--- src/pfe_pkg.sv ---
// Shared constants, register codes and item types for the Playfair digraph encryptor.
// No dependencies; the top level imports this package.
package pfe_pkg;

   localparam int LETTER_W          = 5;
   localparam int SQ_CELLS          = 25;
   localparam int GRID_SIDE_DEFAULT = 5;
   localparam int CSR_DATA_W        = 50;
   localparam int CSR_INDEX_W       = 3;
   localparam int CELLS_LOW_W       = 50;
   localparam int CELLS_TOP_W       = 25;
   localparam int PAIR_DEPTH        = 4;
   localparam int LETTER_DEPTH      = 8;

   localparam logic [LETTER_W-1:0] MERGED_FIRST_RST  = 5'd3;
   localparam logic [LETTER_W-1:0] MERGED_SECOND_RST = 5'd11;
   localparam logic [LETTER_W-1:0] PAD_LETTER_RST    = 5'd23;
   localparam logic [LETTER_W-1:0] EMPTY_CELL_CODE   = 5'd31;

   typedef enum logic [CSR_INDEX_W-1:0] {
      CSR_CELLS_LOW     = 3'd0,
      CSR_CELLS_MID     = 3'd1,
      CSR_CELLS_TOP     = 3'd2,
      CSR_MERGED_FIRST  = 3'd3,
      CSR_MERGED_SECOND = 3'd4,
      CSR_PAD_LETTER    = 3'd5
   } csr_index_type;

   typedef struct packed {
      logic [LETTER_W-1:0] first;
      logic [LETTER_W-1:0] second;
      logic                last;
   } pair_type;

   typedef struct packed {
      logic [LETTER_W-1:0] letter;
      logic                last;
   } cipher_type;

   // Both letters of the merged pair map onto the first one.
   function automatic logic [LETTER_W-1:0] merge_letter(input logic [LETTER_W-1:0] l,
                                                        input logic [LETTER_W-1:0] mf,
                                                        input logic [LETTER_W-1:0] ms);
      return (l == mf || l == ms) ? mf : l;
   endfunction

endpackage

--- src/playfair_digraph_encryptor_unit.sv ---
// Top level of the Playfair digraph encryptor: digraph grouping, pair queue,
// square lookup pipeline and cipher letter queue. Depends on pfe_pkg.
//
// Usage: plaintext letters enter on the req_ channel, one item per letter, with
// req_tlast marking the last letter of a message. Cipher letters leave on the
// rsp_ channel, one item per letter, with rsp_tlast on the final one. The csr_
// port writes the key square, the merged letter pair and the pad letter; the
// user must write it only while the block is idle; the block does not enforce it.
// Throughput: an input item is accepted in every cycle while the pair queue has
// room for two digraphs; while rsp_tready is high the response side delivers
// one cipher letter per cycle, so the output channel sets the sustained rate
// (about one item per cycle for typical text, up to four result letters for a
// doubled final letter). A digraph completed by an accepted item is written to
// the pair queue, loaded into the match stage when the letter queue has room,
// and the lookup stage then writes its two cipher letters to the letter queue.
// Reset clears the held letter, both queues and the pipeline, and loads the
// register reset values (all-zero square, merged pair 3 and 11, pad 23).
// When the receiver stalls, cipher letters collect in the letter queue, the
// lookup stage stops taking digraphs and, once fewer than two pair queue slots
// are free, req_tready falls; nothing is dropped.
module playfair_digraph_encryptor_unit
   import pfe_pkg::*;
#(
   parameter int GRID_SIDE = GRID_SIDE_DEFAULT
) (
   input  logic                   clock,
   input  logic                   reset,
   // Input channel.
   input  logic                   req_tvalid,
   output logic                   req_tready,
   input  logic [7:0]             req_tdata,   // [4:0] plain_letter, [7:5] zero
   input  logic                   req_tlast,   // end_of_text
   // Result channel.
   output logic                   rsp_tvalid,
   input  logic                   rsp_tready,
   output logic [7:0]             rsp_tdata,   // [4:0] cipher_letter, [7:5] zero
   output logic                   rsp_tlast,   // last_cipher
   // Configuration write port.
   input  logic                   csr_we,
   input  logic [CSR_INDEX_W-1:0] csr_index,
   input  logic [CSR_DATA_W-1:0]  csr_wdata
);

   localparam int CELLS  = GRID_SIDE * GRID_SIDE;
   localparam int IDX_W  = $clog2(CELLS);
   localparam int POS_W  = $clog2(GRID_SIDE);
   localparam int PPTR_W = $clog2(PAIR_DEPTH);
   localparam int PCNT_W = $clog2(PAIR_DEPTH + 1);
   localparam int LPTR_W = $clog2(LETTER_DEPTH);
   localparam int LCNT_W = $clog2(LETTER_DEPTH + 1);

   // Configuration registers.
   logic [CELLS_LOW_W-1:0] cells_low_ff, cells_mid_ff;
   logic [CELLS_TOP_W-1:0] cells_top_ff;
   logic [LETTER_W-1:0]    merged_first_ff, merged_second_ff, pad_letter_ff;

   // Digraph grouping state.
   logic [LETTER_W-1:0] held_letter_ff, held_letter_in;
   logic                held_valid_ff, held_valid_in;

   // Pair queue.
   pair_type            pair_q_ff [PAIR_DEPTH];
   logic [PPTR_W-1:0]   pwr_ptr_ff, prd_ptr_ff;
   logic [PCNT_W-1:0]   pcount_ff, pcount_in;

   // Match stage.
   logic                s1_valid_ff;
   logic                s1_last_ff;
   logic [CELLS-1:0]    s1_match_a_ff, s1_match_b_ff;

   // Cipher letter queue.
   cipher_type          letter_q_ff [LETTER_DEPTH];
   logic [LPTR_W-1:0]   lwr_ptr_ff, lrd_ptr_ff;
   logic [LCNT_W-1:0]   lcount_ff, lcount_in;

   // The key square as an array of cells; cells past the registers read as empty.
   logic [3*CELLS_LOW_W/2+CELLS_TOP_W+CELLS_LOW_W/2-1:0] sq_all;
   logic [LETTER_W-1:0] cell_arr [CELLS];

   assign sq_all = {cells_top_ff, cells_mid_ff, cells_low_ff};

   for (genvar k = 0; k < CELLS; k++) begin : g_cells
      if (k < SQ_CELLS) begin : g_reg
         assign cell_arr[k] = sq_all[LETTER_W*k +: LETTER_W];
      end else begin : g_empty
         assign cell_arr[k] = EMPTY_CELL_CODE;
      end
   end

   // ---------------------------------------------------------------------
   // Input side: merge the letter and form up to two digraphs per item.
   // ---------------------------------------------------------------------
   logic                req_fire;
   logic [LETTER_W-1:0] merged, pad_merged;
   pair_type            push_a, push_b;
   logic [1:0]          push_n;

   assign req_tready = (pcount_ff <= PCNT_W'(PAIR_DEPTH - 2));
   assign req_fire   = req_tvalid & req_tready;
   assign merged     = merge_letter(req_tdata[LETTER_W-1:0], merged_first_ff,
                                    merged_second_ff);
   assign pad_merged = merge_letter(pad_letter_ff, merged_first_ff, merged_second_ff);

   always_comb begin
      held_letter_in = held_letter_ff;
      held_valid_in  = held_valid_ff;
      push_a         = '{first: merged, second: pad_merged, last: 1'b1};
      push_b         = '{first: merged, second: pad_merged, last: 1'b1};
      push_n         = 2'd0;
      if (req_fire) begin
         if (!held_valid_ff) begin
            if (req_tlast) begin
               push_n = 2'd1;
            end else begin
               held_letter_in = merged;
               held_valid_in  = 1'b1;
            end
         end else if (merged == held_letter_ff) begin
            // A doubled letter: pad the held one and let the new one start over.
            push_a = '{first: held_letter_ff, second: pad_merged, last: 1'b0};
            if (req_tlast) begin
               push_n        = 2'd2;
               held_valid_in = 1'b0;
            end else begin
               push_n         = 2'd1;
               held_letter_in = merged;
            end
         end else begin
            push_a        = '{first: held_letter_ff, second: merged, last: req_tlast};
            push_n        = 2'd1;
            held_valid_in = 1'b0;
         end
      end
   end

   // ---------------------------------------------------------------------
   // Match stage: compare both letters of the head digraph with every cell.
   // ---------------------------------------------------------------------
   logic                  pair_pop;
   logic [LCNT_W:0]       letters_committed;
   pair_type              pair_head;
   logic [CELLS-1:0]      match_a, match_b;

   assign letters_committed = (LCNT_W + 1)'(lcount_ff) +
                              (s1_valid_ff ? (LCNT_W + 1)'(2) : '0);
   assign pair_pop  = (pcount_ff != '0) &&
                      (letters_committed <= (LCNT_W + 1)'(LETTER_DEPTH - 2));
   assign pair_head = pair_q_ff[prd_ptr_ff];

   always_comb begin
      for (int k = 0; k < CELLS; k++) begin
         match_a[k] = (cell_arr[k] == pair_head.first);
         match_b[k] = (cell_arr[k] == pair_head.second);
      end
   end

   // ---------------------------------------------------------------------
   // Lookup stage: position of the highest matching cell, Playfair rules,
   // then read of the two cipher cells.
   // ---------------------------------------------------------------------
   logic [POS_W-1:0] row_a, col_a, row_b, col_b;
   logic [POS_W-1:0] nrow_a, ncol_a, nrow_b, ncol_b;
   logic [IDX_W-1:0] idx_a, idx_b;
   cipher_type       out_a, out_b;

   function automatic logic [POS_W-1:0] wrap_inc(input logic [POS_W-1:0] v);
      return (v == POS_W'(GRID_SIDE - 1)) ? '0 : v + 1'b1;
   endfunction

   always_comb begin
      // A letter missing from the square falls back to cell zero.
      row_a = '0;
      col_a = '0;
      row_b = '0;
      col_b = '0;
      for (int r = 0; r < GRID_SIDE; r++) begin
         for (int c = 0; c < GRID_SIDE; c++) begin
            if (s1_match_a_ff[r*GRID_SIDE + c]) begin
               row_a = POS_W'(r);
               col_a = POS_W'(c);
            end
            if (s1_match_b_ff[r*GRID_SIDE + c]) begin
               row_b = POS_W'(r);
               col_b = POS_W'(c);
            end
         end
      end
   end

   always_comb begin
      nrow_a = row_a;
      ncol_a = col_a;
      nrow_b = row_b;
      ncol_b = col_b;
      if (col_a == col_b) begin
         nrow_a = wrap_inc(row_a);
         nrow_b = wrap_inc(row_b);
      end else if (row_a == row_b) begin
         ncol_a = wrap_inc(col_a);
         ncol_b = wrap_inc(col_b);
      end else begin
         ncol_a = col_b;
         ncol_b = col_a;
      end
   end

   assign idx_a = IDX_W'(nrow_a) * IDX_W'(GRID_SIDE) + IDX_W'(ncol_a);
   assign idx_b = IDX_W'(nrow_b) * IDX_W'(GRID_SIDE) + IDX_W'(ncol_b);
   assign out_a = '{letter: cell_arr[idx_a], last: 1'b0};
   assign out_b = '{letter: cell_arr[idx_b], last: s1_last_ff};

   // ---------------------------------------------------------------------
   // Output side.
   // ---------------------------------------------------------------------
   logic rsp_fire;

   assign rsp_tvalid = (lcount_ff != '0);
   assign rsp_fire   = rsp_tvalid & rsp_tready;
   assign rsp_tdata  = {3'b000, letter_q_ff[lrd_ptr_ff].letter};
   assign rsp_tlast  = letter_q_ff[lrd_ptr_ff].last;

   assign pcount_in = pcount_ff + PCNT_W'(push_n) - PCNT_W'(pair_pop);
   assign lcount_in = lcount_ff + (s1_valid_ff ? LCNT_W'(2) : '0) - LCNT_W'(rsp_fire);

   // ---------------------------------------------------------------------
   // Registers.
   // ---------------------------------------------------------------------
   always_ff @(posedge clock) begin
      if (reset) begin
         cells_low_ff     <= '0;
         cells_mid_ff     <= '0;
         cells_top_ff     <= '0;
         merged_first_ff  <= MERGED_FIRST_RST;
         merged_second_ff <= MERGED_SECOND_RST;
         pad_letter_ff    <= PAD_LETTER_RST;
      end else if (csr_we) begin
         unique case (csr_index)
            CSR_CELLS_LOW:     cells_low_ff     <= csr_wdata[CELLS_LOW_W-1:0];
            CSR_CELLS_MID:     cells_mid_ff     <= csr_wdata[CELLS_LOW_W-1:0];
            CSR_CELLS_TOP:     cells_top_ff     <= csr_wdata[CELLS_TOP_W-1:0];
            CSR_MERGED_FIRST:  merged_first_ff  <= csr_wdata[LETTER_W-1:0];
            CSR_MERGED_SECOND: merged_second_ff <= csr_wdata[LETTER_W-1:0];
            CSR_PAD_LETTER:    pad_letter_ff    <= csr_wdata[LETTER_W-1:0];
            default: ;
         endcase
      end
   end

   always_ff @(posedge clock) begin
      if (reset) begin
         held_valid_ff <= 1'b0;
         pwr_ptr_ff    <= '0;
         prd_ptr_ff    <= '0;
         pcount_ff     <= '0;
         s1_valid_ff   <= 1'b0;
         lwr_ptr_ff    <= '0;
         lrd_ptr_ff    <= '0;
         lcount_ff     <= '0;
      end else begin
         held_valid_ff <= held_valid_in;
         pcount_ff     <= pcount_in;
         pwr_ptr_ff    <= pwr_ptr_ff + PPTR_W'(push_n);
         if (pair_pop) begin
            prd_ptr_ff <= prd_ptr_ff + 1'b1;
         end
         s1_valid_ff <= pair_pop;
         lcount_ff   <= lcount_in;
         if (s1_valid_ff) begin
            lwr_ptr_ff <= lwr_ptr_ff + LPTR_W'(2);
         end
         if (rsp_fire) begin
            lrd_ptr_ff <= lrd_ptr_ff + 1'b1;
         end
      end
   end

   // Payload registers carry no reset.
   always_ff @(posedge clock) begin
      held_letter_ff <= held_letter_in;
      if (push_n != 2'd0) begin
         pair_q_ff[pwr_ptr_ff] <= push_a;
      end
      if (push_n == 2'd2) begin
         pair_q_ff[pwr_ptr_ff + 1'b1] <= push_b;
      end
      if (pair_pop) begin
         s1_match_a_ff <= match_a;
         s1_match_b_ff <= match_b;
         s1_last_ff    <= pair_head.last;
      end
      if (s1_valid_ff) begin
         letter_q_ff[lwr_ptr_ff]        <= out_a;
         letter_q_ff[lwr_ptr_ff + 1'b1] <= out_b;
      end
   end

`ifndef NO_ASSERTIONS
   a_pair_queue_bound: assert property (@(posedge clock) disable iff (reset)
      pcount_ff <= PCNT_W'(PAIR_DEPTH))
      else $error("pair queue overflow");

   a_letter_queue_bound: assert property (@(posedge clock) disable iff (reset)
      lcount_ff <= LCNT_W'(LETTER_DEPTH))
      else $error("cipher letter queue overflow");

   a_lookup_has_room: assert property (@(posedge clock) disable iff (reset)
      s1_valid_ff |-> (lcount_ff <= LCNT_W'(LETTER_DEPTH - 2)))
      else $error("lookup stage started without room for two letters");

   a_digraph_closes: assert property (@(posedge clock) disable iff (reset)
      (req_fire && held_valid_ff && merged != held_letter_ff) |=> !held_valid_ff)
      else $error("held letter not released after a completed digraph");
`endif

endmodule

--- config.mk ---
export PLATFORM = sky130hd
export DESIGN_NAME = playfair_digraph_encryptor_unit
export DESIGN_NICKNAME = d
export VERILOG_FILES = /design/src/pfe_pkg.sv /design/src/playfair_digraph_encryptor_unit.sv
export SDC_FILE = /design/constraint.sdc
export NUM_CORES = 1
export LEC_CHECK = 0
export BUFFER_PORTS_ARGS = -buffer_cell sky130_fd_sc_hd__buf_4
export CORE_MARGIN = 2
export CORE_UTILIZATION = 50
export DETAILED_ROUTE_END_ITERATION = 8
export GPL_TIMING_DRIVEN = 0
export HOLD_SLACK_MARGIN = 0.02
export PLACE_DENSITY = 0.67
export REMOVE_ABC_BUFFERS = 1
export SKIP_LAST_GASP = 1
export SYNTH_ARGS = -nofsm -noshare
export SYNTH_HDL_FRONTEND = slang
export SYNTH_SLANG_ARGS = --single-unit
--- constraint.sdc ---
create_clock -name clock -period 12.55 [get_ports clock]
set_clock_uncertainty 0.1 [all_clocks]
set_input_delay 0 -clock clock [delete_from_list [all_inputs] [get_ports clock]]
set_output_delay 0 -clock clock [all_outputs]
set_load 0.1 [all_outputs]
Word-level counts from Yosys, hierarchy flattened
Memories as Yosys holds them, arrays and structs flattened. A register that Yosys moved wholly into a read port is not among the register bits.
Index checks and enable logic that the tools add are counted.

word-level totals
  register bits = 215
  RAM bits = 92
  input port bits = 67
  memories kept = 2

memories
  name         words  bits a word  rd ports  clocked after Yosys merged registers in  write ports  RTL line                               RTL
  letter_q_ff  8      6            1         1                                        2            playfair_digraph_encryptor_unit.sv:72  cipher_type letter_q_ff [LETTER_DEPTH];
  pair_q_ff    4      11           1         1                                        2            playfair_digraph_encryptor_unit.sv:62  pair_type pair_q_ff [PAIR_DEPTH];

cells by class
  $add $sub $neg = 17
  multipliers = 2
  order comparisons = 4
  equality and inequality tests = 68
  mux-type cells = 132
  bitwise gates (word level) = 4
  reductions and logical operators = 14

operator list
  kind                                                                              count
  3-bit two-way mux                                                                 96
  5-bit == test                                                                     55
  5-bit binary-select mux with 5-bit select                                         2
  5-bit two-way mux                                                                 9
  11-bit two-way mux                                                                2
  3-bit by 1-bit adder with 3-bit output, second input constant                     6
  3-bit == test, second input constant                                              6
  2-bit two-way mux                                                                 8
  1-bit two-way mux                                                                 14
  2-bit AND reduction                                                               7
  6-bit greater-or-equal comparator, second input constant                          2
  5-bit inverter with 6-bit output                                                  2
  5-bit by 3-bit adder with 5-bit output                                            2
  3-bit by 3-bit multiplier with 5-bit output, second input constant                2
  3-bit by 2-bit == test with 1-bit output, second input constant                   2
  3-bit == test                                                                     2
  6-bit two-way mux                                                                 1
  4-bit by 2-bit adder with 5-bit output                                            1
  5-bit by 3-bit less-or-equal comparator with 1-bit output, second input constant  1
  2-bit by 1-bit adder with 2-bit output, second input constant                     2
  4-bit by 2-bit adder with 4-bit output                                            1
  4-bit nonzero test                                                                1
  4-bit by 1-bit subtractor with 4-bit output                                       1
  3-bit by 2-bit adder with 3-bit output                                            1
  other kinds (13)                                                                  15

Depth between registers and ports, before layout
Gate-level depths: netlist of the first run.

  depth in word-level cells = 33
  depth in mapped cells = 19

Least setup slack after synthesis of the first run
Ideal clock, no wire load.

  kind = reg2reg
  start point = register s1_valid_ff
  end point = register pcount_ff[2]
  arrival time = 6.224 ns
  slack = 6.099 ns
  cell stages (with the launch flop) = 13
  path through = dfxtp_1 ha_1 ha_1 a32o_1 nor3_1 ha_1 inv_1 ha_1 inv_1 fa_1 xnor2_1 xnor2_1 nor2_1

between the ends
  longest elaborated chain between the ends = 5

RTL lines
  what                                                       RTL line                                RTL
  start, declared                                            playfair_digraph_encryptor_unit.sv:67   logic s1_valid_ff;
  start signal, assigned                                     playfair_digraph_encryptor_unit.sv:266  s1_valid_ff <= pair_pop;
  2-bit two-way mux                                          playfair_digraph_encryptor_unit.sv:145  (s1_valid_ff ? (LCNT_W + 1)'(2) : '0);
  4-bit by 2-bit adder with 5-bit output                     playfair_digraph_encryptor_unit.sv:144  assign letters_committed = (LCNT_W + 1)'(lcount_ff) +
  5-bit by 3-bit less-or-equal comparator with 1-bit output  playfair_digraph_encryptor_unit.sv:147  (letters_committed <= (LCNT_W + 1)'(LETTER_DEPTH - 2));
  1-bit logical AND                                          playfair_digraph_encryptor_unit.sv:146  assign pair_pop = (pcount_ff != '0) &&
  net pair_pop                                               playfair_digraph_encryptor_unit.sv:139  logic pair_pop;
  3-bit by 1-bit subtractor with 3-bit output                playfair_digraph_encryptor_unit.sv:222  assign pcount_in = pcount_ff + PCNT_W'(push_n) - PCNT_W'(pair_pop);
  end signal, assigned                                       playfair_digraph_encryptor_unit.sv:261  pcount_ff <= pcount_in;
  end, declared                                              playfair_digraph_encryptor_unit.sv:64   logic [PCNT_W-1:0] pcount_ff, pcount_in;

The timed path passes the listed nets, and every way through them passes these cells.
A chain may end at the register's enable or synchronous reset.

==> results_dict.tcl, run 1 <==
set metrics [dict create \
    drtIter0Drc 1501 \
    grt_max_degree 89 \
    die_h_um 192 \
    antennaDiodeCount 0 \
    cts_buffer_depth 3 \
    p_per_area_nw_per_um2 290 \
    status "finished, final reports clean" \
    holdCritPathClass "input pin to register" \
    seq_power_share_pct 24.2 \
    gp_congestion 0.950 \
    port_buffers 71 \
    top_usage_layer "met2" \
    antenna_found_initial 0 \
    period_minus_slack_ns 6.53 \
    cts_setup_buffers 0 \
    path_class "register to register" \
    p_total_w 0.00591 \
    grt_pass1_vias 13200 \
    maxSlewHeadroom_pct 12.9 \
    die-width_um 192 \
    synth_commonest_cells "312 x nand2_1, 167 x dfxtp_1, 163 x xnor2_1" \
    setup_violations 0 \
    yosysWarnings 0 \
    synth.yosys.seq_area_share_pct 42.3 \
    cts_sinks 305 \
    maxCapViolations 0 \
    clk_latency_ns 0.59 \
    dpl_cell_area_um2 18600 \
    cts_tree "done" \
    pwr-share-comb_pct 59.4 \
    dieArea_um2 36900 \
    drive_gt1_share_pct 15.1 \
    intPower_w 0.00330 \
    cts-root-buf "clkbuf_16" \
    clkTransAtPathRegs_ns 0.06 \
    cp-start-kind "register" \
    grtUsageMet1_pct 37.9 \
    h-tree-depth 1 \
    crit_required_ns 12.87 \
    post_drt_wl_per_cell_um 21.7 \
    grt_pass1_wl_um 76500 \
    ir_worst_vdd_mv 0.371 \
    worstMarginPinSlew_ns 1.30 \
    finalHoldViolCount 0 \
    antenna_left 0 \
    p_sw_w 0.00260 \
    async_flop_share_pct 0 \
    worst-r2r-setup-slack_ns 6.02 \
    rows 68 \
    ios 78 \
    start_util_pct 50.9 \
    syn_area_um2 17700 \
    hpwlAfterDp_um 34800 \
    yosysMostFrequentCell "nand2_1" \
    drc 0 \
    ys_types 65 \
    worst_setup_path_end_kind "register" \
    final_nets 1923 \
    met2_usage_pct 43.3 \
    clock.fmax_mhz 153 \
    tns_ns 0 \
    fill_cells 2955 \
    ys_seq_elements 305 \
    clockPowerShare_pct 16.4 \
    globalRouteMet3Util_pct 5.12 \
    synth_edf_count 138 \
    ys_top_cells_by_area "edfxtp_1 23%, dfxtp_1 19%, mux4_2 12%, xnor2_1 8.1%, nand2_1 6.6%" \
    synth_top_cell_by_area "edfxtp_1" \
    wl_um 49700 \
    synthFlopType "dfxtp_1" \
    num_vias 13600 \
    placeableCoreArea_um2 34700 \
    swShare_pct 44.1 \
    leakagePower_nw 7.40 \
    routed_via_density 5.96 \
    worst_hold_slack_ns 0.112 \
    finalCritPeriodShare_pct 52.0 \
    syn_avg_cell_area_um2 10.2 \
    critPathMaxFanout 12 \
    fin_area_um2 20400 \
    area_delta_synth_final_pct 15.1 \
    crit_arrival_ns 6.85 \
    grtUsageTotal_pct 27.2 \
    grt_overflow_total 0 \
    slew_viol_final 0 \
    synth.top_cell.area_share_pct 23.4 \
    cts_buffers 31 \
    syn_inst 1733 \
    dr.pass1.iters 6 \
    rsz0062_at_grt "false" \
]
==> cell usage in the layout, fill, tap and decap left out, drive strengths merged, types with 13 or more instances in the layout <==
master       instances
clkbuf              39
and2                13
a21oi              142
ha                  40
nand3               58
o22ai               20
nor4                17
mux4                92
dlygate4sd3         66
nand2              313
xor2               118
inv                 38
buf                 84
nor3                67
dfxtp              167
o21ai               39
mux2                22
mux2i               26
nor2                64
xnor2              165
edfxtp             138
==> through the flow <==
stage | setup slack, ns | std cells | utilization (%)
after floorplan | 6.11 | 1629 | -
after CTS | 6.06 | 2292 | 58.6
after detailed placement | 6.07 | 2168 | 53.7
after global placement | 3.48 | 2155 | 52.9
after global routing | 5.51 | 2292 | 58.6
final | 6.02 | 2292 | 58.6
==> cell type report <==
class	count	area, um2	share of cell area [%]
multi-input cells	1287	9670	47.5
flip-flops and latches	305	7490	36.8
repair buffers	150	1420	6.98
clock buffers	39	857	4.21
well taps	455	569	2.80
clock inverters	19	215	1.06
inverters	37	139	0.682
==> state kept, by name, summed over array words and instances, names as in the netlist, named ones only <==
| name | count |
|---|---|
| cells_low_ff | 50 |
| cells_mid_ff | 50 |
| cells_top_ff | 25 |
| held_letter_ff | 5 |
| held_valid_ff | 1 |
| lcount_ff | 4 |
| letter_q_ff | 44 |
| lrd_ptr_ff | 3 |
| lwr_ptr_ff | 2 |
| merged_first_ff | 5 |
| merged_second_ff | 5 |
| pad_letter_ff | 5 |
| pair_q_ff | 44 |
| pcount_ff | 3 |
| prd_ptr_ff | 2 |
| pwr_ptr_ff | 2 |
| s1_last_ff | 1 |
| s1_match_a_ff | 24 |
| s1_match_b_ff | 24 |
| s1_valid_ff | 1 |
==> per-layer routing <==
| layer | share of wire (%) | up-vias |
|---|---|---|
| li1 | - | 6285 |
| met1 | 42 | 6618 |
| met2 | 46 | 647 |
| met5 | 0 | - |
| met4 | 3.1 | 0 |
| met3 | 9.6 | 99 |
==> power groups by stage <==
stage,sequential [W],combinational (W),clock (W)
final,0.00143,0.00351,0.000968
after global routing,0.00145,0.00374,0.00102
after CTS,0.00143,0.00349,0.000973
after detailed placement,0.00145,0.00346,0
after global placement,0.00146,0.00331,0
after floorplan,0.00140,0.00254,0
==> kinds of logic (layout without fill, tap and decap cells) <==
| family | after synthesis | count (layout) | synth area share, % |
|---|---|---|---|
| adder cells (fa/ha/maj) | 44 | 44 | 3.28 |
| multiplexers | 140 | 140 | 14.6 |
| buffers and inverters | 143 | 245 | 3.17 |
| flip-flops | 305 | 305 | 42.3 |
| AO/OA/AOI/OAI | 256 | 256 | 8.62 |
| other | 1 | 3 | 0.0212 |
| XOR/XNOR | 283 | 283 | 14.1 |
| AND/OR/NAND/NOR | 561 | 561 | 13.9 |
==> path summary, 6_finish.rpt <==
check	startpoint	endpoint	depth (start not counted)
min reg2reg	cells_low_ff[3]$_SDFFE_PP0P_	cells_low_ff[3]$_SDFFE_PP0P_	2
min	csr_wdata[42]	cells_mid_ff[42]$_SDFFE_PP0P_	4
max	s1_match_b_ff[16]$_DFFE_PP_	letter_q_ff[0][3]$_DFFE_PP_	17
max reg2reg	s1_match_b_ff[16]$_DFFE_PP_	letter_q_ff[0][3]$_DFFE_PP_	17
==> critical path, stage by stage, from the launching register on <==
cell and delay [ns]:
edfxtp_1 0.42, or3_1 0.36, a2111oi_0 0.40, nor3_1 0.10
a311oi_2 0.47, xor2_1 0.19, or3_2 0.66, nand2_1 0.17
mux2_2 0.35, ha_1 0.33, ha_2 0.20, fa_1 0.43
xor2_1 1.02, nand2_1 0.12, nor3_1 0.57, nand2_1 0.13
o21ai_0 0.09, mux2_2 0.26
==> what timing repair did <==
action,4_1_cts,5_1_grt
resized for setup,0,0
hold buffers,66,0
setup endpoints to repair,0,0
hold endpoints to repair,168,0
Note: power is estimated with default switching activity, not from simulation.
==> run 2: changes to the inputs <==
PLACE_DENSITY = 0.69   (was 0.67)
clock period = 5.95 ns   (was 12.55 ns; I/O delays follow)
==> run 2 against run 1 <==
Effect of this change: critical path depth decreased by 3; worst hold slack got worse by 0.0020 ns; count of clock-buffer cells in the layout increased by 2; sequential power increased by 110%; clock power increased by 110%; combinational power up 130%; first-iteration DRC count increased by 8.2%; sequential share of layout area is 0.52 points lower; power rose by 120%; register-to-register slack worse by 5.9 ns; largest cell class unchanged.
==> results_dict.tcl, run 2 (same netlist as run 1, synthesis figures left out) <==
set metrics [dict create \
    drc 0 \
    finalHoldViolCount 0 \
    met2_usage_pct 44.6 \
    finalCritPeriodShare_pct 97.4 \
    fin_area_um2 20700 \
    critical_path.max_stage_delay_ns 0.66 \
    utilization_pct 59.5 \
    ios 78 \
    post_drt_wl_per_cell_um 21.7 \
    setup_ws_ns 0.156 \
    top_usage_layer "met2" \
    p_per_area_nw_per_um2 637 \
    globalRouteMet3Util_pct 5.35 \
    clockPowerShare_pct 15.7 \
    drtIter0Drc 1624 \
    hpwlAfterDp_um 34800 \
    worst_setup_path_end_kind "register" \
    setup_violations 0 \
    dpl_cell_area_um2 18700 \
    grt_max_degree 114 \
    die_h_um 192 \
    critical-path-slowest-cell "or3_2" \
    cts_sinks 305 \
    maxCapViolations 0 \
    maxSlewHeadroom_pct 34.0 \
    leakagePower_nw 7.49 \
    crit_required_ns 6.17 \
    clk_latency_ns 0.59 \
    placeableCoreArea_um2 34700 \
    port_buffers 71 \
    swShare_pct 43.3 \
    final_cell_mix "310 x nand2_1, 167 x dfxtp_1, 163 x xnor2_1, 142 x a21oi_1, 138 x edfxtp_1" \
    path_class "register to register" \
    grtUsageTotal_pct 27.3 \
    rows 68 \
    worst-r2r-setup-slack_ns 0.16 \
    status "finished, final reports clean" \
    routed_via_density 5.95 \
    grtUsageMet1_pct 36.7 \
    slew_viol_final 0 \
    dp.cells 2169 \
    fill_cells 2815 \
    antenna_found_initial 1 \
    crit_arrival_ns 6.01 \
    ir_worst_vdd_mv 0.841 \
    antenna_left 0 \
    cts_buffer_depth 3 \
    intPower_w 0.00745 \
    grt_overflow_total 0 \
    grt_pass1_vias 12900 \
    rsz0062_at_grt "false" \
    worstMarginPinSlew_ns 0.991 \
    clock.fmax_mhz 173 \
    cp_cell_sequence "or3_1 -> a2111oi_0 -> nor3_1 -> a311oi_2 -> xor2_1 -> or3_2 -> nand2_1 -> mux2_2 -> ha_1 -> ha_4 -> buf_16 -> mux4_2 -> mux4_2 -> mux2_2" \
    grt_pass1_wl_um 75800 \
    h-tree-depth 1 \
    crit_family "multiplexers" \
    seq_power_share_pct 23.0 \
    drive_gt1_share_pct 15.6 \
    clkTransAtPathRegs_ns 0.06 \
    area_delta_synth_final_pct 16.8 \
    dr.pass1.iters 5 \
    cts_buffers 31 \
    p_sw_w 0.00570 \
    antennaDiodeCount 0 \
    path_buf_inv 1 \
    dieArea_um2 36900 \
    wl_um 50000 \
    final_common_cell "nand2_1" \
    fin_cells 2306 \
    start_util_pct 50.9 \
    cts-root-buf "clkbuf_16" \
    die-width_um 192 \
    gp_congestion 0.927 \
    p_total_w 0.0131 \
    cp-start-kind "register" \
    critPathMaxFanout 20 \
    final_nets 1937 \
    num_vias 13700 \
    period_minus_slack_ns 5.79 \
    pwr-share-comb_pct 61.3 \
    reg_top3 "cells_low_ff x50, cells_mid_ff x50" \
    pre_cts_slack_ns -0.476 \
    cts_tree "done" \
    holdCritPathClass "input pin to register" \
]
[run 2: routing by layer]
layer / share of wire [%] / routed length [um]
met2: 47 / 23600
met5: 0 / 0
met4: 3.0 / 1530
met1: 40 / 20100
met3: 9.7 / 4840
[run 2: final timing paths]
check                                  endpoint  depth (start not counted)                    startpoint
hold / removal    cells_mid_ff[25]$_SDFFE_PP0P_                          4                 csr_wdata[25]
hold reg to reg    cells_low_ff[1]$_SDFFE_PP0P_                          2  cells_low_ff[1]$_SDFFE_PP0P_
setup / recovery    letter_q_ff[6][3]$_DFFE_PP_                         14   s1_match_b_ff[15]$_DFFE_PP_
setup reg to reg    letter_q_ff[6][3]$_DFFE_PP_                         14   s1_match_b_ff[15]$_DFFE_PP_
[run 2: timing repair]
item / CTS / global route
hold buffers: 77 / 0
hold endpoints to repair: 178 / 0
buffers inserted: 0 / 2
endpoints found under the setup margin: 40 / 40
pin swaps: 0 / 2
resized for setup: 6 / 9
[run 2: power groups by stage]
stage          clock (W)  sequential, W  combinational (W)
3_3_place_gp           0        0.00306            0.00632
5_1_grt          0.00216        0.00306            0.00852
3_5_place_dp           0        0.00305            0.00721
2_1_floorplan          0        0.00295            0.00535
6_report         0.00207        0.00302            0.00806
4_1_cts          0.00208        0.00301            0.00756
[run 2: tightest hold or removal path: cells and delay by family]
family / cells / cell delay, ns
buffers and inverters: 2 / 0.62
AO/OA/AOI/OAI: 1 / 0.10
AND/OR/NAND/NOR: 1 / 0.04
[run 2: per-stage QoR]
step           TNS, ns  hold slack, ns
6_report             0           0.110
5_1_grt              0           0.142
4_1_cts              0           0.104
3_5_place_dp    -16.70           0.167
3_3_place_gp   -113.03           0.156
2_1_floorplan   -0.772         -0.0333
[run 2: layout make-up]
cell class                 instances  area (um2)  share of cell area (%)
multi-input combinational       1287        9770                    47.3
sequential                       305        7490                    36.3
timing repair buffer             164        1610                    7.78
clock buffer                      41         873                    4.23
tap                              455         569                    2.76
clock inverter                    17         208                    1.01
inverter                          37         139                   0.672
==> run 3: changes to the inputs <==
PLACE_DENSITY = 0.71   (was 0.69)
==> run 3 against run 2 <==
Effect of this change: clock power is essentially flat; critical path depth increased by 1; design area barely moved; register-to-register slack improved by 0.05 ns; maximum frequency is 0.90% higher; first-iteration DRC count decreased by 12%; worst hold slack better by 0.0083 ns; sequential cell count stayed put; via count rose by 0.60%; sequential power is essentially flat; critical path type unchanged; highest routed layer is now met5.
==> results_dict.tcl, run 3 (same netlist as run 1, synthesis figures left out) <==
set metrics [dict create \
    status "finished, final reports clean" \
    reg_top3 "cells_low_ff x50, cells_mid_ff x50" \
    dieArea_um2 36900 \
    critPathMaxFanout 16 \
    gp_congestion 0.952 \
    fin_cells 2307 \
    multi_input_area_um2 9750 \
    grt_pass1_vias 13500 \
    dp.cells 2168 \
    setup_violations 0 \
    final_common_cell "nand2_1" \
    post_drt_wl_per_cell_um 21.5 \
    startpoint "s1_match_b_ff[15]$_DFFE_PP_" \
    wl_um 49600 \
    dpl_cell_area_um2 18600 \
    final_nets 1938 \
    die_h_um 192 \
    num_vias 13800 \
    routed_via_density 5.99 \
    rows 68 \
    placeableCoreArea_um2 34700 \
    fin_area_um2 20700 \
    h-tree-depth 1 \
    leakagePower_nw 7.52 \
    area_delta_synth_final_pct 16.8 \
    critical_path.max_stage_delay_ns 0.67 \
    r2r-start "s1_match_b_ff[15]$_DFFE_PP_" \
    hold_start "csr_wdata[25]" \
    cts_sinks 305 \
    finalCritPeriodShare_pct 96.5 \
    cts_buffers 31 \
    period_minus_slack_ns 5.74 \
    rsz0062_at_grt "false" \
    maxCapViolations 0 \
    crit_arrival_ns 5.95 \
    cts-root-buf "clkbuf_16" \
    path_class "register to register" \
    hpwlAfterDp_um 34700 \
    critical-path-slowest-cell "or3_2" \
    port_buffers 71 \
    antenna_left 0 \
    grt_max_degree 109 \
    maxSlewHeadroom_pct 34.3 \
    cts_tree "done" \
    start_util_pct 50.9 \
    clock.fmax_mhz 174 \
    grt_pass1_wl_um 76800 \
    slew_viol_final 0 \
    utilization_pct 59.5 \
    dr.pass1.iters 6 \
    grtUsageTotal_pct 27.1 \
    die-width_um 192 \
    grt_overflow_total 0 \
    crit_required_ns 6.16 \
    fill_cells 2794 \
    worstMarginPinSlew_ns 0.985 \
    final_cell_mix "310 x nand2_1, 167 x dfxtp_1, 163 x xnor2_1, 142 x a21oi_1, 138 x edfxtp_1" \
    clk_latency_ns 0.58 \
    drive_gt1_share_pct 15.8 \
    antenna_found_initial 1 \
    setup_ws_ns 0.207 \
    finalHoldViolCount 0 \
    cts_buffer_depth 3 \
    drc 0 \
    holdCritPathClass "input pin to register" \
    pre_cts_slack_ns -0.569 \
    cp_cell_sequence "or3_1 -> a2111oi_0 -> nor3_1 -> a311oi_2 -> buf_4 -> xor2_1 -> or3_2 -> nand2_1 -> mux2_2 -> ha_1 -> ha_4 -> buf_8 -> mux4_2 -> mux4_2 -> mux2_2" \
    worst_setup_path_end_kind "register" \
    drtIter0Drc 1426 \
    regArea_um2 7490 \
    p_per_area_nw_per_um2 633 \
    antennaDiodeCount 0 \
    clkTransAtPathRegs_ns 0.07 \
    ir_worst_vdd_mv 0.652 \
    cp-start-kind "register" \
    ios 78 \
]
==> run 3: through the flow <==
stage | total power (W) | hold WS (ns) | setup TNS [ns]
6_report | 0.0131 | 0.118 | 0
5_1_grt | 0.0137 | 0.143 | 0
2_1_floorplan | 0.00830 | -0.0333 | -0.772
3_5_place_dp | 0.00999 | 0.167 | -18.54
3_3_place_gp | 0.00936 | 0.156 | -98.22
4_1_cts | 0.0127 | 0.109 | 0
==> run 3: final cells by class <==
| cell class | count | share of cell area [%] |
|---|---|---|
| Clock buffer | 45 | 4.86 |
| Clock inverter | 13 | 0.582 |
| Inverter | 37 | 0.672 |
| Multi-Input combinational cell | 1287 | 47.2 |
| Sequential cell | 305 | 36.2 |
| Tap cell | 455 | 2.76 |
| Timing Repair Buffer | 165 | 7.67 |
==> run 3: report_power, final <==
group | total, W | switching, W | internal [W]
logic | 0.00798 | 0.00447 | 0.00351
registers | 0.00301 | 0.000331 | 0.00267
clock network | 0.00209 | 0.000866 | 0.00122
==> run 3: repair_timing <==
item | CTS | global route
gates resized for setup | 7 | 5
setup buffers | 2 | 4
hold buffers | 75 | 0
pin swaps | 1 | 3
setup endpoints to repair | 40 | 40
hold endpoints to repair | 167 | 0
==> run 3: worst paths after layout <==
check | endpoint | slack [ns] | cells after the start
max | letter_q_ff[2][2]$_DFFE_PP_ | 0.21 | 15
min | cells_mid_ff[25]$_SDFFE_PP0P_ | 0.12 | 4
max reg2reg | letter_q_ff[2][2]$_DFFE_PP_ | 0.21 | 15
min reg2reg | cells_low_ff[4]$_SDFFE_PP0P_ | 0.38 | 2
==> run 3: layer usage <==
layer | global-route usage, % | vias up | share of wire [%]
met5 | 0 | - | 0.032
met4 | 8.02 | 2 | 2.9
met3 | 5.04 | 96 | 10
met2 | 45.0 | 680 | 47
met1 | 36.3 | 6718 | 40
li1 | - | 6315 | -
==> run 3: worst max-delay path: cells and delay by family (launching register included) <==
kind	cells	cell delay, ns
multiplexers	4	1.55
AND/OR/NAND/NOR	4	1.33
adder cells (fa/ha/maj)	2	0.87
AO/OA/AOI/OAI	2	0.66
buffers and inverters	2	0.42
flip-flops	1	0.41
XOR/XNOR	1	0.11
